`config.mk`:
```
export PLATFORM = sky130hd
export DESIGN_NAME = rpr_front
export DESIGN_NICKNAME = d
export VERILOG_FILES = /design/src/rtl/core/rpr_pkg.sv /design/src/rtl/core/rpr_front.sv
export SDC_FILE = /design/constraint.sdc
export NUM_CORES = 2
export LEC_CHECK = 0
export ABC_AREA = 0
export BUFFER_PORTS_ARGS = -buffer_cell sky130_fd_sc_hd__buf_2
export CORE_ASPECT_RATIO = 0.8
export CORE_MARGIN = 5
export CORE_UTILIZATION = 59
export DETAILED_ROUTE_END_ITERATION = 16
export PLACE_DENSITY = 0.89
export SLEW_MARGIN = 20
export SYNTH_ARGS = -nofsm -noshare
export SYNTH_HDL_FRONTEND = slang
export SYNTH_SLANG_ARGS = --single-unit
```
`constraint.sdc`:
```
create_clock -name i_clk -period 5.57 [get_ports i_clk]
set_input_delay 0.557 -clock i_clk [delete_from_list [all_inputs] [get_ports i_clk]]
set_output_delay 0.557 -clock i_clk [all_outputs]
set_load 0.01 [all_outputs]
```
`src/rtl/core/rpr_pkg.sv`:
```
// Shared package of the rotary position rotator: formats, constants, the
// arctangent table and the build-time frequency table generator.
// No dependencies.
package rpr_pkg;

    localparam int DATA_W      = 16;
    localparam int POS_W       = 12;
    localparam int PAIR_W      = 5;
    localparam int PAIR_COUNT  = 1 << PAIR_W;
    localparam int PHASE_W     = 32;
    localparam int SCALE_W     = 32;                 // pre-scaled Q.16 value
    localparam int XY_W        = 36;                 // CORDIC datapath, headroom for gain
    localparam int Z_W         = 34;
    localparam int GUARD       = 16;
    localparam int SAT_BITS    = 16;
    localparam int MAX_POSITION_DEF = 4096;
    localparam int EMBED_DIM_DEF    = 64;
    localparam int CORDIC_STEPS_DEF = 16;
    localparam int QUEUE_DEPTH      = 4;

    localparam logic [31:0] INV_GAIN = 32'h9B74EDA8;
    localparam logic [63:0] L2T      = 64'd57070290109;
    localparam logic [63:0] L2PI     = 64'd11388089162;
    localparam logic [63:0] LN2_Q32  = 64'd2977044472;

    localparam logic [31:0] ATAN_TURNS [32] = '{
        32'h20000000, 32'h12E4051E, 32'h09FB385B, 32'h051111D4,
        32'h028B0D43, 32'h0145D7E1, 32'h00A2F61E, 32'h00517C55,
        32'h0028BE53, 32'h00145F2F, 32'h000A2F98, 32'h000517CC,
        32'h00028BE6, 32'h000145F3, 32'h0000A2FA, 32'h0000517D,
        32'h000028BE, 32'h0000145F, 32'h00000A30, 32'h00000518,
        32'h0000028C, 32'h00000146, 32'h000000A3, 32'h00000051,
        32'h00000029, 32'h00000014, 32'h0000000A, 32'h00000005,
        32'h00000003, 32'h00000001, 32'h00000001, 32'h00000000
    };

    typedef logic [PHASE_W-1:0] t_freq_tab [PAIR_COUNT];

    // Work item handed from the front to the back through the queue.
    typedef struct packed {
        logic [PHASE_W-1:0]        phase;
        logic signed [SCALE_W-1:0] x;
        logic signed [SCALE_W-1:0] y;
    } t_work;

    // 2^-g in Q.32 for g in Q0.32: truncated Taylor series of exp(-g*ln2).
    function automatic logic [63:0] pow2neg(input logic [31:0] g);
        logic [63:0] x;
        logic [63:0] term;
        logic [63:0] sum;
        x    = ({32'd0, g} * LN2_Q32) >> 32;
        term = 64'd1 << 32;
        sum  = term;
        for (int n = 1; n <= 16; n++) begin
            term = ((term * x) >> 32) / 64'(n);
            if (n % 2 == 1) begin
                sum = sum - term;
            end else begin
                sum = sum + term;
            end
        end
        return sum;
    endfunction

    // Rotation frequency in turns per position, Q0.32.
    function automatic logic [31:0] pair_freq(input int pair, input int dim_total);
        logic [63:0] e;
        logic [63:0] n;
        logic [63:0] v;
        e = (64'd2 * 64'(pair) * L2T) / 64'(dim_total) + L2PI;
        n = e >> 32;
        v = pow2neg(e[31:0]);
        if (n >= 64'd63) begin
            return 32'd0;
        end
        v = v >> n;
        return (v > 64'hFFFF_FFFF) ? 32'hFFFF_FFFF : v[31:0];
    endfunction

    function automatic t_freq_tab build_freq_tab(input int dim_total);
        t_freq_tab tab;
        for (int p = 0; p < PAIR_COUNT; p++) begin
            tab[p] = pair_freq(p, dim_total);
        end
        return tab;
    endfunction

endpackage

```
`src/rtl/core/rpr_front.sv`:
```
// Front end: accepts items, clamps position, looks up the frequency, forms
// the phase and the gain-compensated vector. Depends on rpr_pkg.
module rpr_front #(
    parameter int EMBED_DIM    = rpr_pkg::EMBED_DIM_DEF,
    parameter int MAX_POSITION = rpr_pkg::MAX_POSITION_DEF
) (
    input  logic                              i_clk,
    input  logic                              i_rst_n,
    input  logic                              i_push,
    output logic                              o_full,
    input  logic signed [rpr_pkg::DATA_W-1:0] i_q_value,
    input  logic signed [rpr_pkg::DATA_W-1:0] i_k_value,
    input  logic [rpr_pkg::POS_W-1:0]         i_position,
    input  logic [rpr_pkg::PAIR_W-1:0]        i_pair_index,
    output logic                              o_work_valid,
    output rpr_pkg::t_work                    o_work,
    input  logic                              i_queue_full
);
    import rpr_pkg::*;

    localparam t_freq_tab FREQ_TAB = build_freq_tab(EMBED_DIM);
    localparam logic [16:0] POS_LIMIT = 17'(MAX_POSITION - 1);

    logic                       w_en;
    logic                       w_clamp;
    logic                       r_f1_v;
    logic signed [DATA_W-1:0]   r_q;
    logic signed [DATA_W-1:0]   r_k;
    logic [POS_W-1:0]           r_pos;
    logic [PHASE_W-1:0]         r_freq;
    logic                       r_f2_v;
    t_work                      r_work;
    logic [POS_W+PHASE_W-1:0]   w_phase_full;
    logic signed [48:0]         w_q_scaled;
    logic signed [48:0]         w_k_scaled;

    // hold both stages while the queue cannot take the finished item
    assign w_en    = !(r_f2_v && i_queue_full);
    assign o_full  = !w_en;
    assign w_clamp = {5'd0, i_position} > POS_LIMIT;

    assign w_phase_full = {{POS_W{1'b0}}, r_freq} * {{PHASE_W{1'b0}}, r_pos};
    assign w_q_scaled   = 49'(r_q) * $signed({17'd0, INV_GAIN});
    assign w_k_scaled   = 49'(r_k) * $signed({17'd0, INV_GAIN});

    always_ff @(posedge i_clk) begin
        if (!i_rst_n) begin
            r_f1_v <= 1'b0;
            r_f2_v <= 1'b0;
        end else if (w_en) begin
            r_f1_v <= i_push;
            r_f2_v <= r_f1_v;
        end
    end

    always_ff @(posedge i_clk) begin
        if (w_en) begin
            r_q    <= i_q_value;
            r_k    <= i_k_value;
            r_pos  <= w_clamp ? POS_LIMIT[POS_W-1:0] : i_position;
            r_freq <= FREQ_TAB[i_pair_index];
            r_work.phase <= w_phase_full[PHASE_W-1:0];
            r_work.x     <= w_q_scaled[GUARD+SCALE_W-1:GUARD];
            r_work.y     <= w_k_scaled[GUARD+SCALE_W-1:GUARD];
        end
    end

    assign o_work_valid = r_f2_v;
    assign o_work       = r_work;

endmodule

```
==> results by group <==
Setup path
  – Worst R2R End: o_work[56]
  – Worst Setup Path Type: reg2reg
  – Worst flop-to-flop path startpoint: r_q[2]
  – Cell mode on critical path: fa_1
  – CP Launch Type: register
  – Critical path peak fanout: 4
  – Arrival time at the worst endpoint: 6.38 ns
  – Critical path, cell by cell: buf_6 > fa_1 > ha_2 > inv_1 > fa_1 > inv_1 > fa_1 > fa_1 > inv_1 > fa_1 > inv_1 > ha_4 > o21a_1 > o21ai_1 > or3_4 > o21ai_4 > a31oi_4 > o21ai_2 > a21oi_1 > a31o_2
  – CP bufs+invs: 5
  – Worst path top cell family by delay: adder cells
  – R2R depth: 20
  – Worst path max stage delay: 0.62 ns
  – CP Launch Point: r_q[2]
  – Slowest library cell on the worst path: fa_1
  – Critical Path RT: 5.82 ns
  – R2R Setup Slk: -0.56 ns
  – Nature of the critical path endpoint: register

Route
  – Pre-antenna DRT Iters: 6
  – Avg Vias per Cell: 5.74
  – Routed wire length: 95,600 um
  – Post-route ant nets: 0
  – WL per Instance: 22.0 um
  – Starting DRT DRC Count: 2,789
  – # DRC: 0
  – Via count: 25,000

Logic synthesis
  – Post-synth net total: 4,108
  – Post-synthesis async set-or-reset flop share: 0%
  – Post-synth cell types: 69
  – Most numerous cell in the Yosys netlist: inv_1
  – Largest area contributor in the netlist: fa_1
  – Mean Syn Cell Area: 10.0 um^2
  – Ranking of synthesized cells by area: fa_1 (38%), edfxtp_1 (17%), ha_1 (15%)
  – Number of synthesized register bits: 172
  – Top_reg_cell synth: edfxtp_1
  – Post-synth EDFFs: 170
  – Most frequent cells after synthesis: inv_1 (808), fa_1 (590), ha_1 (380)
  – Sequential-to-total area share from yosys stat: 16.6%
  – Synth Cell Area: 0.0309 mm^2
  – Synth warn: 0
  – Yosys top cell area share: 38.2%
  – Gate Count Post-Synth: 3,085

Floorplanning
  – Ports: 151
  – Die height: 215 um
  – Core ar.: 0.0522 mm^2
  – Rows: 75
  – Die area: 0.0571 mm^2
  – Initial Util: 59.3%
  – Die W: 266 um

Finish
  – # fillers: 3,233
  – Share of cells above drive strength 1: 26.8%
  – Nets: 4,669
  – Layout overhead on the synthesized area: 24.0%

STA
  – Slew Viols, Final: 0
  – Final hold vios: 0
  – Slew @ Worst Pin: 0.979 ns
  – Setup ws final: -0.561 ns
  – Tcrit/Tclk final: 110%
  – Slew HR: 34.8%
  – Worst hold margin: 0.225 ns
  – Minimum clock period: 6.13 ns
  – Worst Clk Skew: 0.0180 ns
  – Setup TNS: -15.70 ns
  – RSZ-0062 raised after global routing: yes
  – Achievable clock frequency: 163 MHz
  – Final setup vio count: 56

Clocking
  – Clk buf depth: 2
  – Hold_buf cts: 0
  – CTS tree: built
  – TritonCTS sink count: 172
  – CTS H-tree lvls: 4
  – TritonCTS Buffers: 17
  – CTS clk-pin slew, worst paths: 0.08 ns
  – Worst-Skew Late Latency: 0.50 ns
  – Clk root buf: clkbuf_16

Global routing
  – Initial antenna violation count: 8
  – Gr ovfl total: 0
  – Pin count of the biggest net entering global routing: 108
  – Vias in the first global route: 25,700
  – First-pass GRT wire length: 139,000 um
  – Overall routing resource usage: 31.3%

Flow run
  – Max-cap check violation count: 0

Place
  – GPL Wtd Cong: 1.00
  – HPWL Detailed: 71,400 um
  – Port buffer count: 150

Hold path
  – Worst hold path class: in2reg
  – Hold Startpoint: i_position[3]
  – Hold Path Depth: 1
  – Hold path endpoint: r_pos[3]

Status
  – Status: finished with violations
  – Failing checks: setup timing
-- registers in the layout, summed over array words and instances, names as in the netlist --
register and count:
o_work 96, o_work_valid 1, r_f1_v 1, r_freq 30
r_k 16, r_pos 12, r_q 16
-- metal layers --
layer  global-route usage (%)  share of wire, %  routed length, um
met5                        0             0.063                 60
met2                     48.7                46              44300
met1                     40.4                37              35300
met3                     11.8                12              11300
met4                     11.4               4.9               4730
-- metrics by stage --
stage / cell area, um^2 / utilization (%) / setup WS [ns] / std cells
CTS: 37100 / 71.2 / -0.297 / 4308
global placement: 35600 / 68.3 / -0.272 / 4239
floorplan: 31200 / - / -0.171 / 3085
global route: 38400 / 73.5 / -0.694 / 4353
finish: 38400 / 73.5 / -0.561 / 4353
detailed placement: 35600 / 68.3 / -0.413 / 4239
-- how the worst max path moves through the flow --
stage / endpoint / slack [ns] / cells past startpoint
finish: o_work[56] / -0.56 / 20
global route: o_work[56] / -0.69 / 19
detailed placement: o_work[62] / -0.41 / 23
floorplan: o_work[56] / -0.17 / 19
CTS: o_work[56] / -0.30 / 21
global placement: o_work[56] / -0.27 / 19
-- cell families (layout without fill, tap and decap cells) --
family | after synthesis | after routing | share of synthesized area, %
xor+xnor | 108 | 108 | 3.06
simple gates | 601 | 601 | 8.87
other cells | 0 | 1 | 0
flops | 172 | 172 | 16.6
fa+ha+maj | 970 | 970 | 53.5
compound gates | 332 | 332 | 6.85
buf+inv | 897 | 1471 | 10.9
mux | 5 | 5 | 0.162
-- cell type report --
cell class,count,area [um^2],share of cell area [%]
multi-input combinational,2016,24100,62.8
tap,693,867,2.26
clock inverter,13,141,0.369
sequential,172,5140,13.4
antenna,1,2.50,0.00652
clock buffer,19,433,1.13
inverter,808,3040,7.91
timing repair buffer,631,4650,12.1
-- placed cells by master, fill, tap and decap left out, types with 8 or more instances in the layout --
master | synthesis | final
fa_1 | 590 | 550
and2_1 | 87 | 83
o21bai_1 | 14 | 11
a21oi_2 | 1 | 38
xnor2_1 | 72 | 61
inv_1 | 808 | 756
buf_2 | 2 | 150
o211ai_1 | 15 | 15
a21o_1 | 26 | 25
o21ai_0 | 68 | 49
nand4_1 | 17 | 17
ha_2 | 0 | 11
ha_4 | 0 | 49
nor2_1 | 68 | 59
xnor2_2 | 0 | 11
nand2_1 | 327 | 312
ha_1 | 380 | 320
buf_4 | 0 | 429
o21ai_1 | 4 | 9
nand2_2 | 0 | 8
buf_12 | 0 | 11
o21a_1 | 17 | 15
fa_2 | 0 | 40
clkbuf_16 | 0 | 17
edfxtp_1 | 170 | 170
buf_6 | 0 | 41
nand3_1 | 27 | 26
xor2_1 | 36 | 31
a21oi_1 | 112 | 69
nor3_1 | 18 | 8
nand2b_1 | 15 | 14
inv_2 | 0 | 51
o21ai_2 | 0 | 10
-- what timing repair did --
item	4_1_cts	5_1_grt
endpoints found under the setup margin	54	64
pin swaps	117	163
gates resized for setup	145	221
setup buffers	42	56
Power is left out: the tool's default activity adds up to more than one toggle a clock period on the data nets, which glitch-free logic cannot reach.
